## src/rtl/dvd_pkg.sv

```systemverilog
`timescale 1ns / 1ps
// ----------------------------------------------------------------------------
// dvd_pkg
// Shared types, constants and helper functions for the date check and
// day-difference block.
// ----------------------------------------------------------------------------
package dvd_pkg;

  localparam int unsigned YEAR_W    = 14;
  localparam int unsigned MONTH_W   = 4;
  localparam int unsigned DAY_W     = 5;
  localparam int unsigned DAYNUM_W  = 24;
  localparam int unsigned DIFF_W    = 23;
  localparam int unsigned CFG_IDX_W = 1;

  localparam logic [YEAR_W-1:0] CUR_YEAR_RST      = 14'd2024;
  localparam logic [YEAR_W-1:0] EARLIEST_YEAR_RST = 14'd1500;

  // Reciprocal of 100 scaled by 2^21, rounded up. Exact for every 14-bit value.
  localparam logic [14:0] DIV100_MUL   = 15'd20972;
  localparam int unsigned DIV100_SHIFT = 21;

  typedef enum logic [1:0] {
    STATUS_OK        = 2'd0,
    STATUS_BAD_YEAR  = 2'd1,
    STATUS_BAD_MONTH = 2'd2,
    STATUS_BAD_DAY   = 2'd3
  } status_e;

  typedef enum logic [CFG_IDX_W-1:0] {
    CFG_CURRENT_YEAR  = 1'b0,
    CFG_EARLIEST_YEAR = 1'b1
  } cfg_reg_e;

  // Days from March 1 to the first of the month, indexed by the raw month.
  // January and February (and month zero) count as months of the prior year.
  localparam logic [8:0] MONTH_OFFSET [16] = '{
    9'd275, 9'd306, 9'd337, 9'd0,   9'd31,  9'd61,  9'd92,  9'd122,
    9'd153, 9'd184, 9'd214, 9'd245, 9'd275, 9'd306, 9'd337, 9'd367
  };

  typedef struct packed {
    status_e                     status;
    logic signed [DAYNUM_W-1:0]  day_num;
  } date_res_t;

  typedef struct packed {
    logic signed [DIFF_W-1:0] diff;
    logic                     less;
    logic                     equal;
    logic                     greater;
  } cmp_res_t;

  // Floor of x / 100 by multiplication with a scaled reciprocal.
  function automatic logic [7:0] div100(input logic [YEAR_W-1:0] x);
    logic [28:0] prod;
    prod = 29'(x) * 29'(DIV100_MUL);
    return prod[28:DIV100_SHIFT];
  endfunction

  function automatic logic leap_year(input logic [YEAR_W-1:0] y);
    logic [7:0]        q;
    logic [YEAR_W-1:0] r;
    q = div100(y);
    r = y - (14'(q) * 14'd100);
    return ((y[1:0] == 2'b00) && (r != '0)) || ((r == '0) && (q[1:0] == 2'b00));
  endfunction

  function automatic logic [DAY_W-1:0] month_length(input logic [MONTH_W-1:0] m,
                                                     input logic              leap);
    logic [DAY_W-1:0] len;
    case (m)
      4'd1, 4'd3, 4'd5, 4'd7, 4'd8, 4'd10, 4'd12: len = 5'd31;
      4'd4, 4'd6, 4'd9, 4'd11:                   len = 5'd30;
      4'd2:                                      len = leap ? 5'd29 : 5'd28;
      default:                                   len = 5'd0;
    endcase
    return len;
  endfunction

endpackage

```

## src/rtl/dvd_date_unit.sv

```systemverilog
`timescale 1ns / 1ps
// ----------------------------------------------------------------------------
// dvd_date_unit
// Checks one Gregorian date against the configured year window and the
// calendar, and maps it to its Rata Die day number.
// ----------------------------------------------------------------------------
module dvd_date_unit
  import dvd_pkg::*;
(
  input  logic [YEAR_W-1:0]  year_i,
  input  logic [MONTH_W-1:0] month_i,
  input  logic [DAY_W-1:0]   day_i,
  input  logic [YEAR_W-1:0]  cur_year_i,
  input  logic [YEAR_W-1:0]  earliest_year_i,
  output date_res_t          res_o
);

  logic              early;
  logic              neg_year;
  logic [YEAR_W-1:0] ty;
  logic [11:0]       q4;
  logic [7:0]        q100;
  logic [5:0]        q400;
  logic [22:0]       yr_pos;
  logic signed [DAYNUM_W-1:0] yr_days;
  logic [YEAR_W:0]   year_lim;
  logic              year_bad;
  logic              month_bad;
  logic              day_bad;
  status_e           status;

  // Dates in January and February count in the year before.
  assign early    = (month_i < 4'd3);
  assign neg_year = early && (year_i == '0);
  assign ty       = year_i - YEAR_W'(early);

  assign q4     = ty[YEAR_W-1:2];
  assign q100   = div100(ty);
  assign q400   = q100[7:2];
  assign yr_pos = (23'(ty) * 23'd365) + 23'(q4) - 23'(q100) + 23'(q400);

  // The year before year zero is -1: all its quotients truncate to zero.
  assign yr_days = neg_year ? -24'sd365 : $signed({1'b0, yr_pos});

  assign res_o.day_num = yr_days
                       + $signed({15'b0, MONTH_OFFSET[month_i]})
                       + $signed({19'b0, day_i})
                       - 24'sd306;

  assign year_lim  = {1'b0, cur_year_i} + 15'd1;
  assign year_bad  = (year_i < earliest_year_i) || ({1'b0, year_i} > year_lim);
  assign month_bad = !(month_i inside {[4'd1:4'd12]});
  assign day_bad   = (day_i == '0) || (day_i > month_length(month_i, leap_year(year_i)));

  always_comb begin
    if (year_bad) begin
      status = STATUS_BAD_YEAR;
    end else if (month_bad) begin
      status = STATUS_BAD_MONTH;
    end else if (day_bad) begin
      status = STATUS_BAD_DAY;
    end else begin
      status = STATUS_OK;
    end
  end

  assign res_o.status = status;

endmodule

```

## src/rtl/dvd_compare.sv

```systemverilog
`timescale 1ns / 1ps
// ----------------------------------------------------------------------------
// dvd_compare
// Subtracts two day numbers, saturates the difference to the output width
// and derives the ordering flags from the exact values.
// ----------------------------------------------------------------------------
module dvd_compare
  import dvd_pkg::*;
(
  input  logic signed [DAYNUM_W-1:0] num_a_i,
  input  logic signed [DAYNUM_W-1:0] num_b_i,
  output cmp_res_t                   res_o
);

  logic signed [DAYNUM_W:0] diff_full;
  logic                     fits;
  logic signed [DIFF_W-1:0] diff_sat;

  assign diff_full = {num_a_i[DAYNUM_W-1], num_a_i} - {num_b_i[DAYNUM_W-1], num_b_i};

  // The value fits when the bits above the output sign all repeat it.
  assign fits = (diff_full[DAYNUM_W:DIFF_W-1] == '0)
             || (diff_full[DAYNUM_W:DIFF_W-1] == '1);

  always_comb begin
    if (fits) begin
      diff_sat = diff_full[DIFF_W-1:0];
    end else if (diff_full[DAYNUM_W]) begin
      diff_sat = {1'b1, {(DIFF_W-1){1'b0}}};
    end else begin
      diff_sat = {1'b0, {(DIFF_W-1){1'b1}}};
    end
  end

  assign res_o.diff    = diff_sat;
  assign res_o.less    = (num_a_i < num_b_i);
  assign res_o.equal   = (num_a_i == num_b_i);
  assign res_o.greater = (num_a_i > num_b_i);

endmodule

```

## src/rtl/date_validate_and_difference.sv

```systemverilog
`timescale 1ns / 1ps
// ----------------------------------------------------------------------------
// date_validate_and_difference
// Validates a pair of Gregorian dates and reports the signed distance between
// them in days.
// ----------------------------------------------------------------------------
// Each request carries two dates, a and b. Each date gets a status: a year
// outside the earliest accepted year..current_year+1 is reported first, then
// a month outside 1..12, then a day outside the month (February has 29 days
// in leap years). Both dates are mapped to their Rata Die day number, whatever
// their status, and the block returns a minus b, saturated to 23 bits,
// together with the less, equal and greater flags, which always follow the
// exact day numbers. The block takes one request per clock cycle while
// in_stall_o is low and returns one result per request: a request is
// captured in the input register, and the check and day-number logic then
// fill the result register, which holds while out_stall_i is high; the
// input side stalls only once both registers are full. The current year
// and the earliest accepted year are written through the configuration
// port, which is always ready, and should only be changed while no request
// is in flight.
// ----------------------------------------------------------------------------
module date_validate_and_difference
  import dvd_pkg::*;
(
  input  logic                  clk_i,
  input  logic                  rst_ni,
  // Configuration writes.
  input  logic                  cfg_valid_i,
  output logic                  cfg_ready_o,
  input  logic [CFG_IDX_W-1:0]  cfg_index_i,
  input  logic [YEAR_W-1:0]     cfg_data_i,
  // Request channel.
  input  logic                  in_valid_i,
  output logic                  in_stall_o,
  input  logic [YEAR_W-1:0]     year_a_i,
  input  logic [MONTH_W-1:0]    month_a_i,
  input  logic [DAY_W-1:0]      day_a_i,
  input  logic [YEAR_W-1:0]     year_b_i,
  input  logic [MONTH_W-1:0]    month_b_i,
  input  logic [DAY_W-1:0]      day_b_i,
  // Result channel.
  output logic                  out_valid_o,
  input  logic                  out_stall_i,
  output logic [1:0]            status_a_o,
  output logic [1:0]            status_b_o,
  output logic signed [DIFF_W-1:0] day_difference_o,
  output logic                  is_less_o,
  output logic                  is_equal_o,
  output logic                  is_greater_o
);

  // Configuration registers.
  logic [YEAR_W-1:0] cur_year_q, earliest_year_q;

  // Input register.
  logic               in_valid_q;
  logic [YEAR_W-1:0]  year_a_q, year_b_q;
  logic [MONTH_W-1:0] month_a_q, month_b_q;
  logic [DAY_W-1:0]   day_a_q, day_b_q;

  // Result register.
  logic                    out_valid_q, out_valid_d;
  status_e                 status_a_q, status_b_q;
  cmp_res_t                cmp_q;

  logic      out_en;
  logic      in_load;
  date_res_t res_a, res_b;
  cmp_res_t  cmp_res;

  // The configuration port never pushes back.
  assign cfg_ready_o = 1'b1;

  always_ff @(posedge clk_i or negedge rst_ni) begin
    if (!rst_ni) begin
      cur_year_q      <= CUR_YEAR_RST;
      earliest_year_q <= EARLIEST_YEAR_RST;
    end else if (cfg_valid_i && cfg_ready_o) begin
      case (cfg_reg_e'(cfg_index_i))
        CFG_CURRENT_YEAR:  cur_year_q      <= cfg_data_i;
        CFG_EARLIEST_YEAR: earliest_year_q <= cfg_data_i;
        default: begin
        end
      endcase
    end
  end

  // The result register takes new data when it is empty or being drained.
  // The input register moves forward whenever the result register can take
  // its content, so a request can enter in every cycle of a free stream.
  assign out_en      = !out_valid_q || !out_stall_i;
  assign in_load     = !in_valid_q || out_en;
  assign in_stall_o  = !in_load;
  assign out_valid_d = out_en ? in_valid_q : out_valid_q;

  always_ff @(posedge clk_i or negedge rst_ni) begin
    if (!rst_ni) begin
      in_valid_q  <= 1'b0;
      out_valid_q <= 1'b0;
    end else begin
      if (in_load) begin
        in_valid_q <= in_valid_i;
      end
      out_valid_q <= out_valid_d;
    end
  end

  always_ff @(posedge clk_i) begin
    if (in_load && in_valid_i) begin
      year_a_q  <= year_a_i;
      month_a_q <= month_a_i;
      day_a_q   <= day_a_i;
      year_b_q  <= year_b_i;
      month_b_q <= month_b_i;
      day_b_q   <= day_b_i;
    end
  end

  // Both dates are checked and numbered side by side.
  dvd_date_unit u_date_a (
    .year_i          (year_a_q),
    .month_i         (month_a_q),
    .day_i           (day_a_q),
    .cur_year_i      (cur_year_q),
    .earliest_year_i (earliest_year_q),
    .res_o           (res_a)
  );

  dvd_date_unit u_date_b (
    .year_i          (year_b_q),
    .month_i         (month_b_q),
    .day_i           (day_b_q),
    .cur_year_i      (cur_year_q),
    .earliest_year_i (earliest_year_q),
    .res_o           (res_b)
  );

  dvd_compare u_compare (
    .num_a_i (res_a.day_num),
    .num_b_i (res_b.day_num),
    .res_o   (cmp_res)
  );

  always_ff @(posedge clk_i) begin
    if (out_en && in_valid_q) begin
      status_a_q <= res_a.status;
      status_b_q <= res_b.status;
      cmp_q      <= cmp_res;
    end
  end

  assign out_valid_o      = out_valid_q;
  assign status_a_o       = status_a_q;
  assign status_b_o       = status_b_q;
  assign day_difference_o = cmp_q.diff;
  assign is_less_o        = cmp_q.less;
  assign is_equal_o       = cmp_q.equal;
  assign is_greater_o     = cmp_q.greater;

  // Exactly one ordering flag is set on every result.
  assert property (@(posedge clk_i) disable iff (!rst_ni)
    out_valid_o |-> $onehot({is_less_o, is_equal_o, is_greater_o}))
    else $error("ordering flags are not one-hot");

  // The difference agrees in sign with the ordering flags.
  assert property (@(posedge clk_i) disable iff (!rst_ni)
    out_valid_o |-> ((is_equal_o == (day_difference_o == '0))
                 && (is_less_o == day_difference_o[DIFF_W-1])))
    else $error("difference disagrees with ordering flags");

  // The input side stalls only behind a full, stalled result register.
  assert property (@(posedge clk_i) disable iff (!rst_ni)
    in_stall_o |-> (in_valid_q && out_valid_q && out_stall_i))
    else $error("input stalled without back-pressure");

  // A request in the input register reaches the result register when it may.
  assert property (@(posedge clk_i) disable iff (!rst_ni)
    (in_valid_q && out_en) |=> out_valid_q)
    else $error("request lost between input and result registers");

endmodule

```

## config.mk

```make
export PLATFORM = sky130hd
export DESIGN_NAME = date_validate_and_difference
export DESIGN_NICKNAME = d
export VERILOG_FILES = /design/src/rtl/dvd_pkg.sv /design/src/rtl/dvd_date_unit.sv /design/src/rtl/dvd_compare.sv /design/src/rtl/date_validate_and_difference.sv
export SDC_FILE = /design/constraint.sdc
export NUM_CORES = 2
export LEC_CHECK = 0
export CORE_MARGIN = 2
export CORE_UTILIZATION = 40
export DETAILED_ROUTE_END_ITERATION = 7
export DONT_BUFFER_PORTS = 1
export GPL_TIMING_DRIVEN = 0
export MAX_ROUTING_LAYER = met4
export PLACE_DENSITY = 0.63
export RECOVER_POWER = 50
export SETUP_SLACK_MARGIN = 0.3
export SYNTH_ARGS = -nofsm -noshare
export SYNTH_HDL_FRONTEND = slang
export SYNTH_SLANG_ARGS = --single-unit
```

## constraint.sdc

```tcl
create_clock -name clk_i -period 23.4 [get_ports clk_i]
set_input_delay 4.68 -clock clk_i [delete_from_list [all_inputs] [get_ports clk_i]]
set_output_delay 4.68 -clock clk_i [all_outputs]
set_load 0.05 [all_outputs]
```

# Yosys cells after proc, flatten, opt, wreduce, memory -nomap -nowiden
# Memories as Yosys holds them, arrays and structs flattened.
# Cells that the tools add are included.
[totals]
mem_bits_rw = 0
input_bits = 66
memories = 2
reg_bits = 106
elab_cells = 147
latchBits = 0
out_inout_bits = 33
romBits = 288
[classes]
order_cmp = 16
multipliers = 8
bitwise_logic = 3
eq_ne = 26
n_reduce_logical = 42
add_sub_neg = 18
n_mux = 16
shifts = 0
n_div = 0
[memory_table]
columns = ["memory", "words", "width", "read_ports", "rd_ports_with_merged_regs", "wr", "line_no", "rtl"]
rows = [
  ["(name not given)", 16, 9, 1, 0, 0, "dvd_date_unit.sv:46", "+ $signed({15'b0, MONTH_OFFSET[month_i]})"],
  ["(name not given)", 16, 9, 1, 0, 0, "dvd_date_unit.sv:46", ""],
]
[ops]
columns = ["op", "n"]
rows = [
  ["$mul 14x13->27 const B", 4],
  ["$logic_not 14->1", 4],
  ["$add 24x10->24", 2],
  ["$add 24x6->24", 2],
  ["$mux 24", 2],
  ["$sub 24x10->24 const B", 2],
  ["$add 23x12->23", 2],
  ["$add 23x6->23", 2],
  ["$mul 14x9->23 const B", 2],
  ["$mux 23", 2],
  ["$sub 23x8->23", 2],
  ["$eq 4x4->1 const B", 10],
  ["$mux 9", 4],
  ["$eq 4x3->1 const B", 8],
  ["$gt 14x15->1", 2],
  ["$pmux 5 s3", 2],
  ["$lt 14x14->1", 2],
  ["$reduce_bool 14->1", 2],
  ["$sub 14x1->14", 2],
  ["$sub 14x14->14", 2],
  ["$sub 24x24->25", 1],
  ["$eq 24x24->1", 1],
  ["$gt 24x24->1", 1],
  ["$lt 24x24->1", 1],
  ["23 further kinds", 65],
]

# Logic depth before layout (Yosys ltp)
[depth]
word_depth = 14
depth_mapped = 69

# Hierarchy
# A second synthesis with hierarchy kept.
[hier_totals]
cells_unflattened = 3599
hier_area_um2 = 34050.2
[by_module_without_submodules]
columns = ["module", "cells_each", "area_each_um2", "seq_area_each_um2", "instances"]
rows = [
  ["dvd_date_unit at u_date_a", 1617, 14518.9, 0.0, 1],
  ["dvd_date_unit at u_date_b", 1611, 14420.1, 0.0, 1],
  ["date_validate_and_difference", 146, 3530.9, 3050.4, 1],
  ["dvd_compare", 225, 1580.3, 0.0, 1],
]

# Worst setup path after synthesis
# Ideal clock, no wire load.
[synth_timing]
path_type = "register -> register"
from = "reg month_b_q[2]"
to = "reg cmp_q, in the netlist day_difference_o[10] (data pin)"
required_time_ns = 23.248
stages_incl_launch_ff = 65
setup_ns = 0.152
synth_period_minus_slack_ns = 14.490
arrival_time_ns = 14.338
setup_slack_ns = 8.910
cell_sequence = "edfxtp_1 -> clkbuf_1 -> or2_2 -> clkbuf_1 -> nor2_1 -> ha_1 -> o211ai_1 -> a21boi_0 -> nand3_1 -> xnor2_1 -> ha_1 -> inv_1 -> fa_1 -> inv_1 -> fa_1 -> fa_1 -> inv_1 -> fa_1 -> (+29 left out) -> ha_1 -> ha_1 -> a21oi_1 -> nand2b_1 -> or3_1 -> a211oi_1 -> o41ai_1 -> a21o_1 -> a21oi_1 -> xor2_1 -> ha_1 -> and3_1 -> nand2_1 -> or3b_1 -> a21boi_2 -> inv_2 -> buf_6 -> o22ai_1"
[synth_lines]
columns = ["item", "line_no", "rtl"]
rows = [
  ["start: declaration", "date_validate_and_difference.sv:58", "logic [MONTH_W-1:0] month_a_q, month_b_q;"],
  ["start signal: assignment", "date_validate_and_difference.sv:114", "month_b_q <= month_b_i;"],
  ["end signal: assignment", "date_validate_and_difference.sv:148", "cmp_q <= cmp_res;"],
  ["end: declaration", "date_validate_and_difference.sv:64", "cmp_res_t cmp_q;"],
]

==> results.toml <==
[route]
first_pass_iters = 6
drcViolationCount = 0
avgViaCountPerCell = 5.04
detail-route-antenna-nets = 0
drt_iter0_markers = 1194
wl_um = 75500
num_vias = 23029
wire_per_inst_um = 16.5

[timing]
fin_worst_skew_ps = 39.5
maxSlewViolCount = 27
rsz0062_at_grt = "no"
finalHoldViolations = 0
setup_viol_count_final = 0
min_period_ps = 17020
fin_crit_sh_pct = 72.7
worstMarginPinSlew_ps = 1650
fin_tns_setup_ps = 0
maxSlewHeadroom_pct = -9.92
max_freq_mhz = 58.8

[placed_design]
dp_hpwl_um = 66200
port-buffer-count = 0
place_congestion = 0.942

[die]
initial_core_util_pct = 40.4
core_um2 = 82000
chipWidth_um = 292
dieArea_um2 = 85100
die_h_um = 292
io_pins = 99
num_rows = 105

[synthesis]
syn_area_per_cell_um2 = 9.52
ys_ff_latch = 106
yosys.area_share.simple_pct = 7.03
yosysUniqueCellTypes = 82
async_flop_share_pct = 28.3
synth-compound-area-share_pct = 9.81
synthAdderAreaFrac_pct = 56.8
synthFlopType = "edfxtp_1"
syn_area_um2 = 33100
synth_edf_count = 76
muxShareOfSynthArea_pct = 1.27
synth_xor_area_share_pct = 5.32
synthesis.nets = 4791
postSynthCellCount = 3477
yosys_warnings = 0
yosysSeqAreaShare_pct = 9.21
synth_top_family_by_area = "adder cells"

[critical_path]
cp_slowest_stage_delay_ps = 980
reg2reg_from = "month_b_q[2]"
critical_path_class = "reg2reg"
required_ps = 23600
crit_start = "month_b_q[2]"
cp.arrival_ps = 17220
worst_setup_path_end_kind = "register"
slowest_stage = "xnor2_1"
start_kind = "register"
path_max_fanout = 10
cp_common_cell = "inv_1"

[worst_hold_path]
hp-class = "reg2reg"
worst_hold_startpoint = "in_valid_q"

[clock_network]
clkLatencyLatePin_ps = 410
htree_levels = 3
ctsLongestPathBuffers = 2
clk_pin_slew_ps = 90
cts-buffers-inserted = 9
cts_tree = "yes"
ctsResizeCount = 0
clockRootBuffer = "clkbuf_16"
cts_setup_buffers = 0
hold_buffers = 0
clock-sinks = 106

[global_routing]
grt_overflow_total = 0
grt_pass1_wl_um = 124000
gr-usage-all-layers_pct = 18.9
antenna_found_initial = 6
grt_pass1_vias = 23853
grt_max_degree = 31

[layout]
drive_gt1_share_pct = 3.23
syn_to_final_growth_pct = 5.39
fin_nets = 4805

[run]
max_cap_viol_count = 1

[run_status]
violations = "max-capacitance violations, max-slew violations"
status = "complete, but fails checks"
## final cells by class
cell class / instances / area [um^2]
fillers: 8054 / 47100
multi-input cells: 2450 / 26700
inverters: 898 / 3370
flip-flops and latches: 106 / 3050
well taps: 1070 / 1340
clock buffers: 9 / 225
plain buffers: 23 / 128
clock inverters: 7 / 91.3
repair buffers: 3 / 31.3
diodes: 4 / 10.0
## layout by cell type, fill, tap and decap left out, types with 33 or more instances in the layout
cell type | netlist | final
o21a_1 | 33 | 33
nand3_1 | 45 | 45
nor3_1 | 34 | 34
ha_1 | 823 | 823
xor2_1 | 69 | 67
inv_1 | 897 | 897
o21ai_0 | 70 | 70
a21oi_1 | 145 | 145
a21o_1 | 69 | 69
edfxtp_1 | 76 | 76
fa_1 | 425 | 425
nor2_1 | 110 | 110
nand2_1 | 127 | 127
xnor2_1 | 127 | 119
## logic make-up (layout without fill, tap and decap cells)
logic type | count (synthesis) | after routing
AO/OA/AOI/OAI | 490 | 490
XOR/XNOR | 198 | 198
adder cells (fa/ha/maj) | 1248 | 1248
buffers and inverters | 921 | 940
flip-flops | 106 | 106
multiplexers | 36 | 36
other | 1 | 5
AND/OR/NAND/NOR | 477 | 477
## cells in the mapped netlist (5+ instances only)
cell | n | share of area, %
nand3_1 | 45 | 0.68
o21ai_0 | 70 | 1.1
o22ai_1 | 25 | 0.47
nor4_1 | 8 | 0.15
nor3_1 | 34 | 0.51
a21o_1 | 69 | 1.6
mux2_2 | 27 | 0.92
o21a_1 | 33 | 0.75
inv_1 | 897 | 10
xor2_1 | 69 | 1.8
a211oi_1 | 14 | 0.32
fa_1 | 425 | 26
o31ai_1 | 5 | 0.11
nand2_1 | 127 | 1.4
and3_1 | 14 | 0.26
a21oi_1 | 145 | 2.2
nand2b_1 | 30 | 0.57
o211ai_1 | 12 | 0.27
or3_1 | 12 | 0.23
xnor2_1 | 127 | 3.4
a21boi_0 | 9 | 0.20
o31a_1 | 5 | 0.13
or2_2 | 14 | 0.26
dfrtp_1 | 16 | 1.2
and2_1 | 15 | 0.28
nand4_1 | 25 | 0.47
dfstp_2 | 14 | 1.1
a31oi_1 | 20 | 0.38
edfxtp_1 | 76 | 6.9
ha_1 | 823 | 31
o21bai_1 | 19 | 0.43
nor2_1 | 110 | 1.2
clkbuf_1 | 12 | 0.14
mux2i_1 | 7 | 0.21
a211o_1 | 6 | 0.16
nor2b_1 | 25 | 0.47
## state kept, by name, summed over array words and instances, names as in the netlist
| name | cells |
|---|---|
| cur_year_q | 14 |
| day_a_q | 5 |
| day_b_q | 5 |
| day_difference_o | 23 |
| earliest_year_q | 14 |
| in_valid_q | 1 |
| is_equal_o | 1 |
| is_greater_o | 1 |
| is_less_o | 1 |
| month_a_q | 4 |
| month_b_q | 4 |
| out_valid_o | 1 |
| status_a_o | 2 |
| status_b_o | 2 |
| year_a_q | 14 |
| year_b_q | 14 |
## path summary, 6_finish.rpt
kind | endpoint | slack, ps | cells past startpoint
setup / recovery | day_difference_o[11] | 6380 | 65
hold / removal | out_valid_o | 490 | 1
setup reg to reg | day_difference_o[11] | 6380 | 65
hold reg to reg | out_valid_o | 490 | 1
max in group asynchronous | cur_year_q[7] | 19250 | 0
min in group asynchronous | cur_year_q[4] | 3970 | 0
## critical path, delay by kind of cell, from the launching register on
family / cells / cell delay, ps
xor+xnor: 4 / 1490
buf+inv: 15 / 1750
compound gates: 20 / 4860
flops: 1 / 470
fa+ha+maj: 15 / 6030
simple gates: 11 / 2220
## per-stage QoR
step / hold WS (ps) / cells / area [um^2] / utilization, % / setup slack [ps]
floorplan: 443 / 3477 / 33100 / - / 8910
finish: 489 / 4570 / 34900 / 42.6 / 6380
detailed placement: 478 / 4550 / 34600 / 42.2 / 6430
global route: 511 / 4569 / 34900 / 42.6 / 5180
CTS: 495 / 4566 / 34900 / 42.6 / 6380
global placement: 467 / 4547 / 34500 / 42.0 / 6250
## metal layers
metal  track usage [%]  vias to the layer above  part of all wire (%)
li1                  -                    11412                     -
met1              26.5                    11135                    49
met2              29.5                      435                    44
met3              3.11                       47                   5.5
met4              2.53                        0                   1.1
met5                 -                        -                     0
Power is left out: the tool's default activity adds up to more than one toggle a clock period on the data nets, which glitch-free logic cannot reach.
